### config.mk
export PLATFORM = sky130hd
export DESIGN_NAME = voxel_ray_traversal_3d_top_flat
export DESIGN_NICKNAME = d
export VERILOG_FILES = /design/src/rtl/vrt_pkg.sv /design/src/rtl/vrt_if.sv /design/src/rtl/voxel_ray_traversal_3d_top.sv /design/src/flat_wrapper.sv
export SDC_FILE = /design/constraint.sdc
export NUM_CORES = 2
export LEC_CHECK = 0
export BUFFER_PORTS_ARGS = -buffer_cell sky130_fd_sc_hd__clkbuf_2
export CAP_MARGIN = 0
export CORE_AREA = 3 3 296 298
export DETAILED_ROUTE_END_ITERATION = 16
export DIE_AREA = 0 0 299 301
export PLACE_DENSITY = 0.59
export REMOVE_ABC_BUFFERS = 1
export SYNTH_ARGS = -nofsm -noshare
export SYNTH_HDL_FRONTEND = slang
export SYNTH_SLANG_ARGS = --single-unit
### constraint.sdc
create_clock -name i_clk -period 9.3 [get_ports i_clk]
set_input_delay 0.93 -clock i_clk [delete_from_list [all_inputs] [get_ports i_clk]]
set_output_delay 0.93 -clock i_clk [all_outputs]
set_load 0.02 [all_outputs]
### src/rtl/vrt_pkg.sv
// Shared types and constants for the voxel ray traversal block.
package vrt_pkg;

    localparam int DIV_BITS = 32;
    localparam int CNT_BITS = $clog2(DIV_BITS);
    localparam int MAG_BITS = 16;
    localparam int NUM_BITS = 9;
    localparam int NUM_SHIFT = DIV_BITS - NUM_BITS;

    localparam logic FUNC_START = 1'b0;
    localparam logic FUNC_STEP  = 1'b1;

    localparam logic [1:0] SGN_NONE = 2'd0;
    localparam logic [1:0] SGN_POS  = 2'd1;
    localparam logic [1:0] SGN_NEG  = 2'd3;

    localparam logic [DIV_BITS-1:0] CROSS_DIVIDEND = {1'b1, {(DIV_BITS-1){1'b0}}};

    typedef enum logic [1:0] {
        ST_IDLE,
        ST_SETUP,
        ST_DIV
    } t_state;

endpackage

### src/rtl/vrt_if.sv
// Handshake channels for ray commands and voxel results.
interface vrt_in_if;
    logic               valid;
    logic               ready;
    logic               func;
    logic signed [31:0] origin_x;
    logic signed [31:0] origin_y;
    logic signed [31:0] origin_z;
    logic signed [15:0] dir_x;
    logic signed [15:0] dir_y;
    logic signed [15:0] dir_z;

    modport source (output valid, func, origin_x, origin_y, origin_z, dir_x, dir_y, dir_z,
                    input ready);
    modport sink (input valid, func, origin_x, origin_y, origin_z, dir_x, dir_y, dir_z,
                  output ready);
endinterface

interface vrt_out_if;
    logic               valid;
    logic               ready;
    logic signed [23:0] voxel_x;
    logic signed [23:0] voxel_y;
    logic signed [23:0] voxel_z;
    logic               ray_valid;

    modport source (output valid, voxel_x, voxel_y, voxel_z, ray_valid, input ready);
    modport sink (input valid, voxel_x, voxel_y, voxel_z, ray_valid, output ready);
endinterface

### src/rtl/voxel_ray_traversal_3d_top.sv
// Top level of the 3D voxel ray traversal walker.
// A step result is registered; steps sustain one item per cycle while the output is taken
// and no start is being set up. Reset is synchronous and clears the ray and its state.
// A start transfer runs a shared restoring divider, one quotient bit per cycle: each axis with
// a nonzero direction needs two divisions, each after a setup step, and a start with any
// nonzero direction holds the input until every axis is set up.
module voxel_ray_traversal_3d_top
    import vrt_pkg::*;
#(
    parameter int COORD_BITS = 24,
    parameter int TIME_BITS  = 48
) (
    input  logic      i_clk,
    input  logic      i_rst_n,
    vrt_in_if.sink    i_in,
    vrt_out_if.source o_out
);

    localparam logic [TIME_BITS-1:0] T_MAX = {TIME_BITS{1'b1}};

    t_state r_state, n_state;

    logic [COORD_BITS-1:0] r_pos   [3];
    logic [1:0]            r_sign  [3];
    logic [TIME_BITS-1:0]  r_nb    [3];
    logic [TIME_BITS-1:0]  r_cross [3];
    logic                  r_active;

    logic [MAG_BITS-1:0]   r_mag   [3];
    logic [NUM_BITS-1:0]   r_num   [3];
    logic [1:0]            r_axis;
    logic                  r_phase;

    logic [MAG_BITS:0]     r_rem;
    logic [DIV_BITS-1:0]   r_dq;
    logic [CNT_BITS-1:0]   r_cnt;

    logic                  r_out_valid;
    logic [23:0]           r_out_x, r_out_y, r_out_z;
    logic                  r_out_ray;

    logic                  in_fire;
    logic                  dir_all_zero;
    logic [31:0]           org   [3];
    logic [15:0]           dir   [3];
    logic [1:0]            step_axis;
    logic [COORD_BITS-1:0] stepped_pos [3];
    logic [TIME_BITS:0]    time_sum;
    logic [MAG_BITS:0]     rem_shift;
    logic                  q_bit;
    logic [DIV_BITS-1:0]   quotient;
    logic                  last_axis;

    assign in_fire = i_in.valid && i_in.ready;
    assign i_in.ready = (r_state == ST_IDLE) && (!r_out_valid || o_out.ready);

    assign org[0] = i_in.origin_x;
    assign org[1] = i_in.origin_y;
    assign org[2] = i_in.origin_z;
    assign dir[0] = i_in.dir_x;
    assign dir[1] = i_in.dir_y;
    assign dir[2] = i_in.dir_z;
    assign dir_all_zero = (dir[0] == '0) && (dir[1] == '0) && (dir[2] == '0);

    assign last_axis = (r_axis == 2'd2);

    always_comb begin
        if (r_nb[0] < r_nb[1] && r_nb[0] < r_nb[2]) begin
            step_axis = 2'd0;
        end else if (r_nb[1] < r_nb[2]) begin
            step_axis = 2'd1;
        end else begin
            step_axis = 2'd2;
        end
        time_sum = {1'b0, r_nb[step_axis]} + {1'b0, r_cross[step_axis]};
        for (int a = 0; a < 3; a++) begin
            stepped_pos[a] = r_pos[a];
        end
        case (r_sign[step_axis])
            SGN_POS: stepped_pos[step_axis] = r_pos[step_axis] + COORD_BITS'(1);
            SGN_NEG: stepped_pos[step_axis] = r_pos[step_axis] - COORD_BITS'(1);
            default: stepped_pos[step_axis] = r_pos[step_axis];
        endcase
    end

    assign rem_shift = {r_rem[MAG_BITS-1:0], r_dq[DIV_BITS-1]};
    assign q_bit     = (rem_shift >= {1'b0, r_mag[r_axis]});
    assign quotient  = {r_dq[DIV_BITS-2:0], q_bit};

    function automatic logic [23:0] out_coord(input logic [COORD_BITS-1:0] v);
        logic signed [63:0] w;
        w = 64'(signed'(v));
        return w[23:0];
    endfunction

    always_ff @(posedge i_clk) begin
        if (!i_rst_n) begin
            r_state <= ST_IDLE;
        end else begin
            r_state <= n_state;
        end
    end

    always_comb begin
        n_state = r_state;
        unique case (r_state)
            ST_IDLE: begin
                if (in_fire && i_in.func == FUNC_START && !dir_all_zero) begin
                    n_state = ST_SETUP;
                end
            end
            ST_SETUP: begin
                if (r_sign[r_axis] != SGN_NONE) begin
                    n_state = ST_DIV;
                end else if (last_axis) begin
                    n_state = ST_IDLE;
                end
            end
            ST_DIV: begin
                if (r_cnt == CNT_BITS'(DIV_BITS - 1)) begin
                    n_state = (r_phase && last_axis) ? ST_IDLE : ST_SETUP;
                end
            end
            default: n_state = ST_IDLE;
        endcase
    end

    always_ff @(posedge i_clk) begin
        if (!i_rst_n) begin
            for (int a = 0; a < 3; a++) begin
                r_pos[a]   <= '0;
                r_sign[a]  <= SGN_NONE;
                r_nb[a]    <= T_MAX;
                r_cross[a] <= T_MAX;
            end
            r_active <= 1'b0;
            r_axis   <= '0;
            r_phase  <= 1'b0;
            r_cnt    <= '0;
        end else begin
            case (r_state)
                ST_IDLE: begin
                    if (in_fire && i_in.func == FUNC_START) begin
                        if (dir_all_zero) begin
                            r_active <= 1'b0;
                        end else begin
                            r_active <= 1'b0;
                            r_axis   <= '0;
                            r_phase  <= 1'b0;
                            for (int a = 0; a < 3; a++) begin
                                r_pos[a] <= COORD_BITS'(64'(signed'(org[a][31:8])));
                                if (dir[a] == '0) begin
                                    r_sign[a]  <= SGN_NONE;
                                    r_nb[a]    <= T_MAX;
                                    r_cross[a] <= T_MAX;
                                end else if (dir[a][15]) begin
                                    r_sign[a] <= SGN_NEG;
                                    r_mag[a]  <= MAG_BITS'(-dir[a]);
                                    r_num[a]  <= (org[a][7:0] == '0) ? NUM_BITS'(256)
                                                                     : {1'b0, org[a][7:0]};
                                end else begin
                                    r_sign[a] <= SGN_POS;
                                    r_mag[a]  <= dir[a];
                                    r_num[a]  <= NUM_BITS'(256) - {1'b0, org[a][7:0]};
                                end
                            end
                        end
                    end else if (in_fire && r_active) begin
                        r_pos <= stepped_pos;
                        r_nb[step_axis] <= time_sum[TIME_BITS] ? T_MAX
                                                               : time_sum[TIME_BITS-1:0];
                    end
                end
                ST_SETUP: begin
                    r_cnt <= '0;
                    r_rem <= '0;
                    r_dq  <= r_phase ? CROSS_DIVIDEND
                                     : {r_num[r_axis], {NUM_SHIFT{1'b0}}};
                    if (r_sign[r_axis] == SGN_NONE) begin
                        r_axis <= r_axis + 2'd1;
                        if (last_axis) begin
                            r_active <= 1'b1;
                        end
                    end
                end
                ST_DIV: begin
                    r_cnt <= r_cnt + CNT_BITS'(1);
                    r_rem <= q_bit ? rem_shift - {1'b0, r_mag[r_axis]} : rem_shift;
                    r_dq  <= quotient;
                    if (r_cnt == CNT_BITS'(DIV_BITS - 1)) begin
                        if (r_phase) begin
                            r_cross[r_axis] <= TIME_BITS'(quotient);
                            r_phase <= 1'b0;
                            r_axis  <= r_axis + 2'd1;
                            if (last_axis) begin
                                r_active <= 1'b1;
                            end
                        end else begin
                            r_nb[r_axis] <= TIME_BITS'(quotient);
                            r_phase <= 1'b1;
                        end
                    end
                end
                default: begin
                    r_cnt <= '0;
                end
            endcase
        end
    end

    always_ff @(posedge i_clk) begin
        if (!i_rst_n) begin
            r_out_valid <= 1'b0;
        end else if (in_fire && i_in.func == FUNC_STEP) begin
            r_out_valid <= 1'b1;
        end else if (o_out.ready) begin
            r_out_valid <= 1'b0;
        end
    end

    always_ff @(posedge i_clk) begin
        if (in_fire && i_in.func == FUNC_STEP) begin
            if (r_active) begin
                r_out_x   <= out_coord(stepped_pos[0]);
                r_out_y   <= out_coord(stepped_pos[1]);
                r_out_z   <= out_coord(stepped_pos[2]);
                r_out_ray <= 1'b1;
            end else begin
                r_out_x   <= '0;
                r_out_y   <= '0;
                r_out_z   <= '0;
                r_out_ray <= 1'b0;
            end
        end
    end

    assign o_out.valid     = r_out_valid;
    assign o_out.voxel_x   = r_out_x;
    assign o_out.voxel_y   = r_out_y;
    assign o_out.voxel_z   = r_out_z;
    assign o_out.ray_valid = r_out_ray;

endmodule

### src/flat_wrapper.sv
// flat-port wrapper written by rule: the top's interface ports become plain ports
module voxel_ray_traversal_3d_top_flat import vrt_pkg::*;
#(
    parameter int COORD_BITS = 24,
    parameter int TIME_BITS  = 48
)
  (i_clk, i_rst_n, i_in_valid, i_in_func, i_in_origin_x, i_in_origin_y, i_in_origin_z, i_in_dir_x, i_in_dir_y, i_in_dir_z, i_in_ready, o_out_valid, o_out_voxel_x, o_out_voxel_y, o_out_voxel_z, o_out_ray_valid, o_out_ready);
  vrt_in_if i_in_i ();
  vrt_out_if o_out_i ();
  input  logic i_clk;
  input  logic i_rst_n;
  input wire logic [$bits(i_in_i.valid)-1:0] i_in_valid;
  input wire logic [$bits(i_in_i.func)-1:0] i_in_func;
  input wire logic [$bits(i_in_i.origin_x)-1:0] i_in_origin_x;
  input wire logic [$bits(i_in_i.origin_y)-1:0] i_in_origin_y;
  input wire logic [$bits(i_in_i.origin_z)-1:0] i_in_origin_z;
  input wire logic [$bits(i_in_i.dir_x)-1:0] i_in_dir_x;
  input wire logic [$bits(i_in_i.dir_y)-1:0] i_in_dir_y;
  input wire logic [$bits(i_in_i.dir_z)-1:0] i_in_dir_z;
  output wire logic [$bits(i_in_i.ready)-1:0] i_in_ready;
  output wire logic [$bits(o_out_i.valid)-1:0] o_out_valid;
  output wire logic [$bits(o_out_i.voxel_x)-1:0] o_out_voxel_x;
  output wire logic [$bits(o_out_i.voxel_y)-1:0] o_out_voxel_y;
  output wire logic [$bits(o_out_i.voxel_z)-1:0] o_out_voxel_z;
  output wire logic [$bits(o_out_i.ray_valid)-1:0] o_out_ray_valid;
  input wire logic [$bits(o_out_i.ready)-1:0] o_out_ready;
  assign i_in_i.valid = i_in_valid;
  assign i_in_i.func = i_in_func;
  assign i_in_i.origin_x = i_in_origin_x;
  assign i_in_i.origin_y = i_in_origin_y;
  assign i_in_i.origin_z = i_in_origin_z;
  assign i_in_i.dir_x = i_in_dir_x;
  assign i_in_i.dir_y = i_in_dir_y;
  assign i_in_i.dir_z = i_in_dir_z;
  assign i_in_ready = i_in_i.ready;
  assign o_out_valid = o_out_i.valid;
  assign o_out_voxel_x = o_out_i.voxel_x;
  assign o_out_voxel_y = o_out_i.voxel_y;
  assign o_out_voxel_z = o_out_i.voxel_z;
  assign o_out_ray_valid = o_out_i.ray_valid;
  assign o_out_i.ready = o_out_ready;
  voxel_ray_traversal_3d_top #(.COORD_BITS(COORD_BITS), .TIME_BITS(TIME_BITS)) u_core (.i_clk(i_clk), .i_rst_n(i_rst_n), .i_in(i_in_i), .o_out(o_out_i));
endmodule
Word level (Yosys, flattened, before mapping)
Memories as Yosys holds them, arrays and structs flattened. A register that Yosys moved wholly into a read port is not among the register bits. Index checks and enable logic that the tools add are counted.

Logic and storage cells: 272. RAM bits: 369. Bits in registers: 205. Memories: 5. Output and inout bits: 75.

Memories: u_core.r_cross (words 3, bits a word 48, read ports 1, clocked after memory_dff 0, write ports 3, RTL line voxel_ray_traversal_3d_top.sv:26) `logic [TIME_BITS-1:0] r_cross [3];`; u_core.r_nb (words 3, bits a word 48, read ports 4, clocked after memory_dff 0, write ports 3, RTL line voxel_ray_traversal_3d_top.sv:25) `logic [TIME_BITS-1:0] r_nb [3];`; u_core.r_mag (words 3, bits a word 16, read ports 1, clocked after memory_dff 1, write ports 3, RTL line voxel_ray_traversal_3d_top.sv:29) `logic [MAG_BITS-1:0] r_mag [3];`; u_core.r_num (words 3, bits a word 9, read ports 1, clocked after memory_dff 1, write ports 3, RTL line voxel_ray_traversal_3d_top.sv:30) `logic [NUM_BITS-1:0] r_num [3];`; u_core.r_sign (words 3, bits a word 2, read ports 2, clocked after memory_dff 1, write ports 3, RTL line voxel_ray_traversal_3d_top.sv:24) `logic [1:0] r_sign [3];`.

Add/sub/neg operators: 12. Multiplexer cells: 160. Bitwise gates (word level): 23. Magnitude comparators: 6. Reduce and logical (&&, ||, !) cells: 37. Eq/ne operators: 14.

Operators by type and width (count): $mux 48 (10); $bwmux 72 (3); $mux 72 (3); $lt 48x48->1 (3); $pmux 72 s2 (1); $reduce_or 48->1 (3); $mux 1 (91); $mux 24 (3); $mux 16 (4); $pmux 32 s2 (1); $mux 2 (29); $mux 9 (6); $add 48x48->49 (1); $bmux 24 s2 (1); $demux 24 s2 (1); $logic_not 16->1 (3); $neg 16->16 (3); $mux 32 (1); $pmux 16 s2 (1); $sub 9x8->9 const A (3); $add 24x1->24 const B (1); $logic_not 8->1 (3); $sub 24x1->24 const B (1); $or 1x1->1 (21); 29 further kinds (55).

Longest topological paths before layout
Depth in word-level cells: 13. Depth in mapped cells: 32. Gate-level depth less buffers: 25.

Worst setup path after synthesis
Ideal clock, no wire load.

Path kind: input to register. Start: in o_out_ready. End: mem u_core.r_nb[2][0], enable pin. Path slack: 1888 ps. Data arrival time: 6999 ps. Path buffers: 1. Cell stages on the path: 10. Cells stage by stage: nand2b_1 -> and2_1 -> nand2_1 -> nor2_1 -> inv_1 -> nor2_1 -> nand2_1 -> a21oi_1 -> clkbuf_1 -> nand2b_1.

RTL lines: start: declaration (RTL line flat_wrapper.sv:26) `input wire logic [$bits(o_out_i.ready)-1:0] o_out_ready;`; end: declaration (RTL line voxel_ray_traversal_3d_top.sv:25).

==> metrics.yaml <==
run_status:
  status: "complete, no violations"
route:
  vias_per_cell: 5.82
  drc_errors: 0
  drt-pass1-iter-count: 5
  via_count: 28723
  wl_um: 106000
  final_antenna_net_count: 0
  wl_per_cell_um: 21.5
  drt_iter0_drc: 2761
yosys:
  synth_area_mm2: 0.0340
  yosys_warnings: 0
  avgSynthCellArea_um2: 9.38
  synth_top_flop_cell: "edfxtp_1"
  ys_async_sr_fraction: 0
  yosys.area_share.simple: 0.173
  synth_top_family_by_area: "compound AO/OA/AOI/OAI gates"
  synthXorXnorAreaFrac: 0.0399
  synth-edff-count: 441
  synth_mux_area_frac: 0.0317
  synth_seq_area_share: 0.443
  synth.distinct_cells: 90
  synth_seq_cells: 531
  synth_adder_area_share: 0.0829
  synth_compound_area_frac: 0.189
  synth_cells: 3623
clocking:
  clock_sinks: 531
  cts_setup_buffers: 0
  cts_buffers: 56
  clockRootBuffer: "clkbuf_16"
  ctsHoldBuffers: 0
  cts_tree: "done"
  cts_buffer_depth: 3
  htree_levels: 2
  path_clk_slew_ns: 0.06
  clk_latency_ns: 0.63
  cts_resized: 0
cells_and_area:
  final_common_cell: "nand2_1"
  area_delta_synth_final_pct: 12.1
  fill_cells: 8352
  drive_gt1_frac: 0.118
  finalNetCount: 4124
  antenna_cells: 0
  instances_no_fill: 4937
  final_cell_mix: "509 x nand2_1, 441 x edfxtp_1, 287 x nor2_1"
  final_area_mm2: 0.0381
sta:
  timing.slew.headroom: 0.237
  fin_tns_setup_ns: 0
  fin_crit_sh: 0.876
  clock.fmax_ghz: 0.123
  setup_viol: 0
  drv_slew: 0
  period_minus_slack_ns: 8.14
  clock_skew_ns: 0.0360
  tightest_slew_ns: 1.13
  hold_violations: 0
  rsz0062_at_grt: "no"
placed_design:
  globalplace.congestion: 0.900
  place_area_mm2: 0.0363
  io_buffers: 223
  hpwl_um: 72600
  dp_cells: 4837
power:
  leakagePower_nw: 14.6
  ir_worst_vdd_mv: 0.182
  power_density_mw_per_mm2: 165
die:
  die_y_um: 301
  die-area_mm2: 0.0900
  ios: 224
  start_util: 0.399
  core_mm2: 0.0851
  row_count: 107
  dieWidth_um: 299
global_route:
  grt_max_degree: 77
  track_usage: 0.231
  antenna_found_initial: 1
  overflow: 0
  grt_pass1_vias: 27976
  grt_pass1_wl_um: 165000
setup_path:
  end_kind: "flop"
  cp_cell_sequence: "inv_1 -> ha_1 -> a211o_1 -> a31oi_1 -> nor4_1 -> o21ai_0 -> a21oi_1 -> nor3_2 -> buf_12 -> nand2_1 -> a31oi_1 -> ha_1 -> a21o_1 -> a21oi_1 -> o21bai_1 -> a2111oi_2 -> nor4_1 -> o31ai_1 -> a31oi_1 -> a221oi_2 -> o31a_1 -> o21ai_1 -> o21ai_0 -> nand2_1"
  crit_slowest_cell: "o21ai_0"
  cpMostUsedCell: "a31oi_1"
  crit_required_ns: 9.62
  max_stage_delay_ns: 0.89
  cp-start-kind: "flop"
  critPathKind: "reg -> reg"
  critPathArrivalTime_ns: 8.46
  cp_max_fo: 55
job:
  max_cap_violations: 0
min_path:
  hold_path.class: "reg -> reg"
[stage by stage]
stage	util	hold slack, ns	worst slack (ns)	power, mW
global route	0.447	0.495	0.662	6.53
global placement	0.426	0.448	1.40	4.08
detailed placement	0.426	0.455	1.29	4.08
floorplan	-	0.440	-2.19	3.67
finish	0.447	0.465	1.16	6.28
CTS	0.447	0.466	1.23	6.32
[worst paths after layout]
kind / start / end / slack (ns) / cells past startpoint
worst min-delay path: u_core.r_cross[1][46] / u_core.r_cross[1][46] / 0.47 / 2
worst max-delay path: u_core.r_nb[2][2] / u_core.r_nb[2][41] / 1.16 / 24
worst min register to register: u_core.r_cross[1][46] / u_core.r_cross[1][46] / 0.47 / 2
worst max register to register: u_core.r_nb[2][2] / u_core.r_nb[2][41] / 1.16 / 24
[worst max-delay path, delay by kind of cell, from the launching register on]
family / cells / cell delay [ns]
compound gates: 15 / 5.67
buf+inv: 2 / 0.42
flops: 1 / 0.38
simple gates: 5 / 0.74
fa+ha+maj: 2 / 0.56
[final cells by class]
cell class / count / area [um2] / area share
repair buffers: 277 / 1540 / 0.0403
well taps: 1144 / 1430 / 0.0376
clock inverters: 14 / 170 / 0.00447
multi-input cells: 2728 / 17700 / 0.464
flip-flops and latches: 531 / 15000 / 0.395
clock buffers: 86 / 1630 / 0.0427
inverters: 157 / 589 / 0.0155
[cells by family (layout without fill, tap and decap cells)]
kind of cell | count (synthesis) | count (layout)
AOI/OAI and AO/OA | 968 | 968
muxes | 104 | 104
and+or+nand+nor | 1277 | 1277
buffers and inverters | 364 | 534
DFF | 531 | 531
adders and majority gates | 224 | 224
xor gates and xnor gates | 155 | 155
[cells in the mapped netlist, types with 85 or more instances]
library cell | count | area, um2
ha_1 | 222 | 2780
nand2_1 | 515 | 1930
edfxtp_1 | 441 | 13200
o21a_1 | 113 | 848
a21oi_1 | 217 | 1090
nor2_1 | 293 | 1100
o21ai_0 | 135 | 676
clkbuf_1 | 176 | 661
a31oi_1 | 113 | 707
inv_1 | 157 | 589
xnor2_1 | 101 | 885
dfxtp_1 | 90 | 1800
nand3_1 | 85 | 425
[power breakdown]
group	total, mW	switching (mW)	internal (mW)	leakage, nW
logic	1.15	0.740	0.413	9.23
clock network	2.23	0.951	1.28	0.870
registers	2.90	0.131	2.76	4.53
total	6.28	1.82	4.46	14.6
[registers in the layout (all words and copies together) (netlist names), 6 cells and up, named ones only]
name,flops
u_core.o_out.voxel_y,24
u_core.r_cross,99
u_core.r_mag,48
u_core.o_out.voxel_x,24
u_core.o_out.voxel_z,24
u_core.r_rem,16
u_core.r_num,27
u_core.r_nb,144
u_core.r_pos,72
u_core.r_dq,32
u_core.r_sign,6
[per-layer routing]
layer / track usage / wire [um] / vias up
li1: - / - / 13646
met1: 0.320 / 47400 / 13953
met2: 0.379 / 49300 / 959
met3: 0.0308 / 6920 / 163
met4: 0.0603 / 2660 / 2
met5: 0 / 13 / -
No activity file was read; power rests on OpenSTA's default activity.
